`config.mk`:
```
export PLATFORM = sky130hd
export DESIGN_NAME = mfu_page_replacement_unit
export DESIGN_NICKNAME = d
export VERILOG_FILES = /design/src/mfu_pkg.sv /design/src/mfu_ram.sv /design/src/mfu_page_replacement_unit.sv
export SDC_FILE = /design/constraint.sdc
export NUM_CORES = 1
export LEC_CHECK = 0
export BUFFER_PORTS_ARGS = -buffer_cell sky130_fd_sc_hd__clkbuf_2
export CAP_MARGIN = 20
export CORE_MARGIN = 2
export CORE_UTILIZATION = 29
export CTS_BUF_LIST = sky130_fd_sc_hd__clkbuf_8
export DETAILED_ROUTE_END_ITERATION = 6
export GPL_TIMING_DRIVEN = 0
export SLEW_MARGIN = 20
export SYNTH_ARGS = -nofsm -noshare
export SYNTH_HDL_FRONTEND = slang
export SYNTH_HIERARCHICAL = 1
export SYNTH_SLANG_ARGS = --single-unit
export TNS_END_PERCENT = 50
```
`constraint.sdc`:
```
create_clock -name aclk -period 5.5 [get_ports aclk]
set_input_delay 0.825 -clock aclk [delete_from_list [all_inputs] [get_ports aclk]]
set_output_delay 0.825 -clock aclk [all_outputs]
set_load 0.02 [all_outputs]
```
`src/mfu_pkg.sv`:
```
`timescale 1ns / 1ps
// ----------------------------------------------------------------------------
// mfu_pkg
// Shared constants for the most-frequently-used page replacement unit.
// ----------------------------------------------------------------------------
package mfu_pkg;

    localparam int PAGE_PORT_W  = 16;
    localparam int INDEX_PORT_W = 3;
    localparam int FAULT_W      = 16;
    localparam int CFG_W        = 4;

    localparam logic [CFG_W-1:0] CFG_FRAMES_RESET = 4'd8;

endpackage

```
`src/mfu_ram.sv`:
```
`timescale 1ns / 1ps
// ----------------------------------------------------------------------------
// mfu_ram
// Generic single-write, single-read RAM with a registered read port.
// ----------------------------------------------------------------------------
module mfu_ram #(
    parameter int WIDTH = 32,
    parameter int DEPTH = 8
) (
    input  logic                     aclk,
    input  logic                     we,
    input  logic [$clog2(DEPTH)-1:0] waddr,
    input  logic [WIDTH-1:0]         wdata,
    input  logic [$clog2(DEPTH)-1:0] raddr,
    output logic [WIDTH-1:0]         rdata
);

    logic [WIDTH-1:0] mem [DEPTH];
    logic [WIDTH-1:0] rdata_reg;

    always_ff @(posedge aclk) begin
        if (we) begin
            mem[waddr] <= wdata;
        end
        rdata_reg <= mem[raddr];
    end

    assign rdata = rdata_reg;

endmodule

```
`src/mfu_page_replacement_unit.sv`:
```
`timescale 1ns / 1ps
// ----------------------------------------------------------------------------
// mfu_page_replacement_unit
// Most-frequently-used page replacement over a small set of frames.
// A new page word is taken only while idle: each word runs a walk that
// reads one frame entry per cycle from the frame RAM, then a write-back
// that waits until the result register is free.
// Reset: synchronous active-low aresetn clears valid bits, fault count and
// the frame limit (to 8); no RAM clearing pass.
// ----------------------------------------------------------------------------
module mfu_page_replacement_unit
    import mfu_pkg::*;
#(
    parameter int FRAMES     = 8,
    parameter int PAGE_BITS  = 16,
    parameter int COUNT_BITS = 16
) (
    input  logic                    aclk,
    input  logic                    aresetn,
    input  logic                    cfg_we,
    input  logic [CFG_W-1:0]        cfg_wdata,
    input  logic                    s_valid,
    output logic                    s_ready,
    input  logic [PAGE_PORT_W-1:0]  s_page_number,
    output logic                    m_valid,
    input  logic                    m_ready,
    output logic                    m_hit,
    output logic [INDEX_PORT_W-1:0] m_frame_index,
    output logic                    m_evicted,
    output logic [PAGE_PORT_W-1:0]  m_evicted_page,
    output logic [FAULT_W-1:0]      m_fault_count
);

    localparam int IDX_W  = $clog2(FRAMES);
    localparam int WORD_W = PAGE_BITS + COUNT_BITS;

    typedef enum logic [1:0] {S_IDLE, S_SCAN, S_LAST, S_WRITE} state_t;

    state_t                  state_reg;
    logic [CFG_W-1:0]        cfg_frames_reg;
    logic [FRAMES-1:0]       valid_reg;
    logic [PAGE_BITS-1:0]    page_reg;
    logic [IDX_W-1:0]        addr_reg;
    logic [IDX_W-1:0]        eval_idx_reg;
    logic                    pend_reg;
    logic [FAULT_W-1:0]      faults_reg;

    logic                    found_reg,     found_next;
    logic [IDX_W-1:0]        hit_at_reg,    hit_at_next;
    logic [COUNT_BITS-1:0]   hit_count_reg, hit_count_next;
    logic                    empty_reg,     empty_next;
    logic [IDX_W-1:0]        empty_at_reg,  empty_at_next;
    logic [IDX_W-1:0]        max_at_reg,    max_at_next;
    logic [COUNT_BITS-1:0]   max_count_reg, max_count_next;
    logic [PAGE_BITS-1:0]    max_page_reg,  max_page_next;

    logic                    m_valid_reg;
    logic                    m_hit_reg;
    logic [INDEX_PORT_W-1:0] m_frame_index_reg;
    logic                    m_evicted_reg;
    logic [PAGE_PORT_W-1:0]  m_evicted_page_reg;
    logic [FAULT_W-1:0]      m_fault_count_reg;

    logic [31:0]             cfg_ext;
    logic [IDX_W-1:0]        last_idx;
    logic [WORD_W-1:0]       rd_word;
    logic [PAGE_BITS-1:0]    rd_page;
    logic [COUNT_BITS-1:0]   rd_count;
    logic                    rd_valid;
    logic [IDX_W-1:0]        frame;
    logic [COUNT_BITS-1:0]   new_count;
    logic [WORD_W-1:0]       wr_word;
    logic                    out_free;
    logic                    ram_we;
    logic [FAULT_W-1:0]      faults_new;

    // managed frame count clamped to 1..FRAMES
    always_comb begin
        cfg_ext = 32'(cfg_frames_reg);
        if (cfg_ext == 32'd0) begin
            last_idx = '0;
        end else if (cfg_ext > 32'(FRAMES)) begin
            last_idx = IDX_W'(FRAMES - 1);
        end else begin
            last_idx = IDX_W'(cfg_ext - 32'd1);
        end
    end

    mfu_ram #(
        .WIDTH (WORD_W),
        .DEPTH (FRAMES)
    ) u_frame_ram (
        .aclk  (aclk),
        .we    (ram_we),
        .waddr (frame),
        .wdata (wr_word),
        .raddr (addr_reg),
        .rdata (rd_word)
    );

    assign rd_page  = rd_word[WORD_W-1:COUNT_BITS];
    assign rd_count = rd_word[COUNT_BITS-1:0];
    assign rd_valid = valid_reg[eval_idx_reg];

    // per-entry evaluation of the walk
    always_comb begin
        found_next     = found_reg;
        hit_at_next    = hit_at_reg;
        hit_count_next = hit_count_reg;
        empty_next     = empty_reg;
        empty_at_next  = empty_at_reg;
        max_at_next    = max_at_reg;
        max_count_next = max_count_reg;
        max_page_next  = max_page_reg;
        if (state_reg == S_IDLE) begin
            found_next = 1'b0;
            empty_next = 1'b0;
        end else if (pend_reg) begin
            if (rd_valid) begin
                if (!found_reg && rd_page == page_reg) begin
                    found_next     = 1'b1;
                    hit_at_next    = eval_idx_reg;
                    hit_count_next = rd_count;
                end
            end else if (!empty_reg) begin
                empty_next    = 1'b1;
                empty_at_next = eval_idx_reg;
            end
            if (eval_idx_reg == '0 || (rd_valid && rd_count > max_count_reg)) begin
                max_at_next    = eval_idx_reg;
                max_count_next = rd_count;
                max_page_next  = rd_page;
            end
        end
    end

    // write-back selection
    always_comb begin
        if (found_reg) begin
            frame = hit_at_reg;
        end else if (empty_reg) begin
            frame = empty_at_reg;
        end else begin
            frame = max_at_reg;
        end
        if (!found_reg) begin
            new_count = COUNT_BITS'(1);
        end else if (hit_count_reg != '1) begin
            new_count = hit_count_reg + COUNT_BITS'(1);
        end else begin
            new_count = hit_count_reg;
        end
        if (!found_reg && faults_reg != '1) begin
            faults_new = faults_reg + FAULT_W'(1);
        end else begin
            faults_new = faults_reg;
        end
        wr_word  = {page_reg, new_count};
        out_free = !m_valid_reg || m_ready;
        ram_we   = (state_reg == S_WRITE) && out_free;
    end

    always_ff @(posedge aclk) begin
        if (!aresetn) begin
            state_reg      <= S_IDLE;
            cfg_frames_reg <= CFG_FRAMES_RESET;
            valid_reg      <= '0;
            pend_reg       <= 1'b0;
            faults_reg     <= '0;
            m_valid_reg    <= 1'b0;
        end else begin
            if (cfg_we) begin
                cfg_frames_reg <= cfg_wdata;
            end
            if (m_valid_reg && m_ready && !ram_we) begin
                m_valid_reg <= 1'b0;
            end
            pend_reg      <= (state_reg == S_SCAN);
            found_reg     <= found_next;
            hit_at_reg    <= hit_at_next;
            hit_count_reg <= hit_count_next;
            empty_reg     <= empty_next;
            empty_at_reg  <= empty_at_next;
            max_at_reg    <= max_at_next;
            max_count_reg <= max_count_next;
            max_page_reg  <= max_page_next;
            unique case (state_reg)
                S_IDLE: begin
                    if (s_valid) begin
                        page_reg  <= PAGE_BITS'(s_page_number);
                        addr_reg  <= '0;
                        state_reg <= S_SCAN;
                    end
                end
                S_SCAN: begin
                    eval_idx_reg <= addr_reg;
                    if (addr_reg == last_idx) begin
                        state_reg <= S_LAST;
                    end else begin
                        addr_reg <= addr_reg + IDX_W'(1);
                    end
                end
                S_LAST: begin
                    state_reg <= S_WRITE;
                end
                S_WRITE: begin
                    if (out_free) begin
                        valid_reg[frame]   <= 1'b1;
                        faults_reg         <= faults_new;
                        m_valid_reg        <= 1'b1;
                        m_hit_reg          <= found_reg;
                        m_frame_index_reg  <= INDEX_PORT_W'(frame);
                        m_evicted_reg      <= !found_reg && !empty_reg;
                        m_evicted_page_reg <= (!found_reg && !empty_reg) ?
                                              PAGE_PORT_W'(max_page_reg) : '0;
                        m_fault_count_reg  <= faults_new;
                        state_reg          <= S_IDLE;
                    end
                end
                default: begin
                    state_reg <= S_IDLE;
                end
            endcase
        end
    end

    assign s_ready        = (state_reg == S_IDLE);
    assign m_valid        = m_valid_reg;
    assign m_hit          = m_hit_reg;
    assign m_frame_index  = m_frame_index_reg;
    assign m_evicted      = m_evicted_reg;
    assign m_evicted_page = m_evicted_page_reg;
    assign m_fault_count  = m_fault_count_reg;

endmodule

```
==> summary.txt, run 1 <==
Logic synthesis
  • Share of the synthesized area in the top cell type: 0.656
  • Yosys Warn Count: 6
  • Most frequent cell after synthesis: edfxtp_1
  • Average cell area after synthesis: 18.0 µm²
  • Post-synthesis cell count: between 900 and 1,000
  • Post-synth top cells: edfxtp_1, nor2_1, dfxtp_1
  • Cell taking the most area after synthesis: edfxtp_1
  • Seq/Total Area, Yosys: 0.731
  • Unique cell type count in the Yosys netlist: 54
  • Post-Syn Nets: 1,003
  • Post-synth EDFFs: 374
  • Synth Cell Area: ~17,000 µm²
  • Post-synth ARST share: 0
  • Most common flop cell mapped by yosys: edfxtp_1
  • Synth area leaders: edfxtp_1, dfxtp_1, mux4_1
  • Number of synthesized register bits: 438

Routing
  • Drt wl/cell: 18.5 µm
  • Antenna-violating nets left: 0
  • Via density: 4.60
  • 1st-pass router iterations: 6
  • First DRT Iteration DRCs: 567
  • DRC: 0
  • Detailed Route WL: 35,900 µm
  • Vias: a little under 9,000

Run status
  • Status: finished, final reports clean

Clocking
  • Post CTS Setup Buffer Count: 0
  • Sink Count: 438
  • Num CTS Buffers: 68
  • Clk Latency, worst-skew pair: 0.62 ns
  • Clk buf depth: 3
  • Reg clk slew, reported paths: ~0.060 ns
  • CTS tree: yes
  • CTS Root Cell: clkbuf_8
  • H-tree levels: 3
  • Post-cts resize count: 0
  • Hold buffer count at cts: 0

Worst setup path
  • Critical path required time: 5.80 ns
  • R2R cell count: 7
  • Reg2Reg Launch Point: found_reg
  • WP data arrival: 3.64 ns
  • R2r setup slk: 2.15 ns
  • Worst setup EP type: flop
  • FF-to-FF End: u_frame_ram/mem[3][30]
  • Element type at the critical path start: flop
  • Critical path class: flop to flop
  • Maximum fanout count along the critical path: 17

Power and ir drop
  • Switch Pwr: 2.21 mW
  • Switching share of total power: 0.274
  • Cell Pwr Density: 401 nW/µm²
  • Sequential cell fraction of total power: 0.515
  • Maximum VDD drop: about 0.23 mV
  • Combinational power share: 0.171
  • Clock share of power: 0.314
  • Power Internal: slightly below 6 mW
  • Leak: 6.95 nW

STA
  • Max Slew Vio Count: 0
  • RSZ-0062 raised after global routing: no
  • Crit share post-route: 0.609
  • Peak Freq: 299 MHz
  • Max Clock Skew: 0.0265 ns
  • Slew HR: 0.304
  • Hold Fails Final Rpt: 0
  • Tmin final: 3.35 ns
  • Final setup violating endpoints: 0
  • Worst-margin pin slew: approximately 1.0 ns

GRT
  • GR peak layer: met2
  • First-pass GRT wire length: 53,900 µm
  • Vias in the first global route: 8,935
  • Met3 Use GR: 0.0284
  • Pin count of the biggest net entering global routing: 24
  • Grt ovf: 0
  • GR Layer Usage met1: 0.171
  • Antenna violations before repair: 1
  • Met2 usage: 0.178
  • GRT Util Overall: 0.119

Cells and area
  • Fin nets: 1,158
  • # fillers: 5,541
  • P&R area growth vs syn: 17.5%
  • Core Util, Final: 0.343
  • Largest register FFs: between 200 and 300
  • Fin cells: about 1,900
  • Fraction of layout cells with a size suffix above 1: 0.226

Floorplan
  • # rows: approximately 90
  • DIE HEIGHT: 247 µm
  • # IOs: 64
  • Core Area: 58,700 µm²
  • Initial Util: 0.292
  • Die ar.: 61,000 µm²
  • Die width: 247 µm

Worst hold path
  • Hold path cells: 1
  • HP Start: s_page_number[1]
  • Worst Hold Class: input port to flop
  • Worst min-delay path endpoint: page_reg[1]

Placed design
  • Placed Cells: 1,812
  • Routability Congestion: 0.781
  • Final HPWL DP: 23,300 µm
  • PortBufs: 61

Run
  • Max Cap Viol: 0
[how the worst max path moves through the flow]
stage,from,to,slack [ns],cells past startpoint
finish,found_reg,u_frame_ram/mem[3][30],2.15,7
global route,found_reg,u_frame_ram/mem[3][10],1.89,7
CTS,found_reg,u_frame_ram/mem[3][30],2.17,7
detailed placement,found_reg,u_frame_ram/mem[3][24],2.17,7
global placement,m_ready,u_frame_ram/mem[4][29],-1.58,5
floorplan,aresetn,max_at_reg[0],1.20,4
[per-layer routing]
layer | share of wire | routed length [µm]
met1 | 0.48 | 17400
met5 | 0 | 0
met4 | 0.016 | 569
met3 | 0.053 | 1890
met2 | 0.45 | 16100
[cells by family (layout without fill, tap and decap cells)]
| family | after synthesis | count (layout) | share of synthesized area |
|---|---|---|---|
| buf+inv | 64 | 273 | 0.0179 |
| other cells | 0 | 1 | 0 |
| mux | 112 | 112 | 0.125 |
| compound gates | 51 | 51 | 0.0195 |
| fa+ha+maj | 25 | 25 | 0.0182 |
| simple gates | 212 | 212 | 0.0624 |
| xor+xnor | 52 | 52 | 0.0266 |
| flops | 438 | 438 | 0.731 |
[power groups by stage]
stage	logic [mW]	clock network, mW	registers [mW]
after floorplan	0.934	0	4.17
final	1.38	2.54	4.15
after global routing	1.50	2.75	4.18
after global placement	1.32	0	4.22
after detailed placement	1.39	0	4.22
after CTS	1.40	2.62	4.15
[cell usage in the layout, fill, tap and decap left out, drive strengths merged, types with 10 or more instances in the layout]
cell,instances
a21oi,10
and2,24
buf,44
clkbuf,151
clkinv,17
dfxtp,64
edfxtp,374
ha,24
inv,59
mux2,33
mux2i,13
mux4,66
nand2,36
nand3,16
nand4,17
nor2,68
nor3,14
o21ai,14
xnor2,27
xor2,25
[stage by stage]
stage / TNS [ns] / worst slack (ns) / total power [mW] / hold WS [ns] / cell area, µm²
floorplan: 0 / 1.20 / 5.10 / 0.424 / 17100
finish: 0 / 2.15 / 8.07 / 0.385 / 20100
global placement: -145.00 / -1.58 / 5.54 / 0.435 / 18400
CTS: 0 / 2.17 / 8.17 / 0.332 / 20100
global route: 0 / 1.89 / 8.43 / 0.336 / 20100
detailed placement: 0 / 2.17 / 5.61 / 0.438 / 18900
[final cells by class]
class | count | area, µm² | share of cell area
diodes | 1 | 2.50 | 0.000124
plain buffers | 33 | 190 | 0.00945
clock buffers | 77 | 1060 | 0.0527
clock inverters | 47 | 200 | 0.00995
inverters | 31 | 116 | 0.00578
multi-input cells | 452 | 4380 | 0.218
flip-flops and latches | 438 | 12500 | 0.622
well taps | 773 | 967 | 0.0481
repair buffers | 85 | 691 | 0.0343
[critical path, stage by stage (launching register included)]
cell	delay, ns
edfxtp_1	0.37
clkbuf_1	0.30
clkbuf_1	0.54
nand2_1	0.10
o21ai_0	0.41
nand2_1	0.31
nor2_4	0.72
buf_12	0.27
(Power assumes the default switching activity.)
==> inputs of run 2 (changes only) <==
Clock period 5.5 ns to 3.4 ns, I/O delays scaled along.
==> run 2 against run 1 <==
Final cell count is 0.26% higher. Critical endpoint is now hit_count_reg[15]. Clock power is 68% higher. Die area did not move. Total power grew 64%. Cell area rose by 1.2%. Combinational power up 63%.
==> summary.txt, run 2 (same netlist as run 1, synthesis figures left out) <==
Floorplan
  • # rows: 89
  • Initial Util: 0.292
  • # IOs: 64
  • Die ar.: 61,000 µm²
  • Die width: 247 µm
  • DIE HEIGHT: 247 µm
  • Core Area: 58,700 µm²

Cells and area
  • Fin nets: 1,161
  • Largest register FFs: about 260
  • Fraction of layout cells with a size suffix above 1: 0.229
  • Commonest non-fill, non-tap cell in the layout: edfxtp_1
  • Core Util, Final: 0.347
  • Most frequent cells in the layout: edfxtp_1, clkbuf_8, inv_1, dfxtp_1, clkbuf_2
  • P&R area growth vs syn: 18.9%

Power and ir drop
  • Maximum VDD drop: 0.305 mV
  • Cell Pwr Density: 650 nW/µm²
  • Leak: 7.07 nW

Routing
  • 1st-pass router iterations: 5
  • Detailed Route WL: roughly 36,000 µm
  • Via density: 4.58
  • DRC: 0
  • Vias: around 8,900
  • Antenna-violating nets left: 0
  • First DRT Iteration DRCs: 700
  • Drt wl/cell: roughly 18 µm

STA
  • RSZ-0062 raised after global routing: no
  • Final setup violating endpoints: 0
  • Post-route setup slack: 0.246 ns
  • Slew HR: 0.369
  • Peak Freq: 317 MHz
  • Crit share post-route: 0.928
  • Final TNS setup: 0 ns
  • Max Clock Skew: about 0.027 ns
  • Max Slew Vio Count: 0
  • Hold Fails Final Rpt: 0
  • Worst-margin pin slew: 0.943 ns
  • Tmin final: 3.15 ns

Worst setup path
  • WP data arrival: roughly 3.5 ns
  • Critical path class: flop to flop
  • Maximum fanout count along the critical path: 10
  • R2r setup slk: 0.25 ns
  • Element type at the critical path start: flop
  • Worst setup EP type: flop
  • Reg2Reg Launch Point: eval_idx_reg[0]
  • R2R cell count: 6
  • Critical path required time: 3.72 ns
  • FF-to-FF End: hit_count_reg[15]

Worst hold path
  • HP Start: s_page_number[5]
  • Hold path cells: 1
  • Worst min-delay path endpoint: page_reg[5]
  • Worst Hold Class: input port to flop

Placed design
  • Routability Congestion: 0.822
  • Final HPWL DP: 23,500 µm
  • Setup slack at placement: 0.111 ns
  • PortBufs: 61

Clocking
  • Clk Latency, worst-skew pair: 0.62 ns
  • Reg clk slew, reported paths: 0.06 ns
  • H-tree levels: 3
  • Sink Count: 438
  • Clk buf depth: 3
  • CTS Root Cell: clkbuf_8
  • CTS tree: yes
  • Num CTS Buffers: 68

GRT
  • Grt ovf: 0
  • Pin count of the biggest net entering global routing: 24
  • Vias in the first global route: 9,123
  • First-pass GRT wire length: 53,700 µm
  • GRT Util Overall: 0.118
  • Antenna violations before repair: 1

Run status
  • Status: finished, final reports clean

Run
  • Max Cap Viol: 0
[run 2: cell types whose count changed in the layout (fill, tap and decap cells not counted), sizes merged]
cell         previous run  this run
bufinv                  0         2
inv                    59        66
dlygate4sd3             0         1
buf                    44        46
clkinv                 17        11
clkinvlp                2         1
[run 2: final cells by class]
type | count | area (µm²)
Fill cell | 5545 | 38300
Sequential cell | 438 | 12500
Multi-Input combinational cell | 452 | 4390
Clock buffer | 77 | 1060
Tap cell | 773 | 967
Timing Repair Buffer | 88 | 841
Clock inverter | 49 | 282
Buffer | 33 | 191
Inverter | 31 | 116
Antenna cell | 1 | 2.50
[run 2: repair_timing]
action | 4_1_cts | 5_1_grt
setup endpoints to repair | 0 | 32
setup buffers | 0 | 0
resized for setup | 0 | 2
endpoints found under the hold margin | 1 | 0
hold buffers | 1 | 0
[run 2: how the worst max path moves through the flow]
stage / start / endpoint / slack [ns] / cells after the start
after floorplan: empty_reg / u_frame_ram/mem[0][0] / -0.40 / 5
after global placement: found_reg / u_frame_ram/mem[0][29] / -3.64 / 5
after detailed placement: found_reg / u_frame_ram/mem[1][29] / 0.11 / 8
after CTS: found_reg / u_frame_ram/mem[1][24] / 0.08 / 8
after global routing: page_reg[14] / hit_count_reg[2] / 0.03 / 6
final: eval_idx_reg[0] / hit_count_reg[15] / 0.25 / 6
[run 2: report_power, final]
part	internal, mW	leakage (nW)	switching, mW
registers	6.43	3.90	0.295
logic	0.979	2.36	1.27
clock network	2.25	0.803	2.03
total	9.65	7.07	3.59
[run 2: critical path, stage by stage, from the launching register on]
cell and delay (ns):
edfxtp_1 0.53, mux4_2 0.42, mux2i_1 0.14, nor4_1 0.55, nand4_1 0.36, nor2_2 0.62
buf_8 0.23
[run 2: routing by layer]
layer  wire length, µm  part of all wire  track usage  vias up
met5                 0                 0            0        -
met4               573             0.016       0.0393        0
met3              2040             0.057       0.0291       52
met2             16800              0.47        0.186      231
met1             16500              0.46        0.161     4552
li1                  -                 -            -     4062
[run 2: metrics by stage]
stage          hold WS, ns  total power [mW]  area [µm²]  cells
6_report            0.0725              13.2       20400   1942
5_1_grt             0.0226              13.9       20400   1942
4_1_cts            0.00713              13.4       20400   1941
3_5_place_dp         0.443              9.09       19000   1814
3_3_place_gp         0.434              8.97       18400   1788
2_1_floorplan        0.424              8.26       17100    954
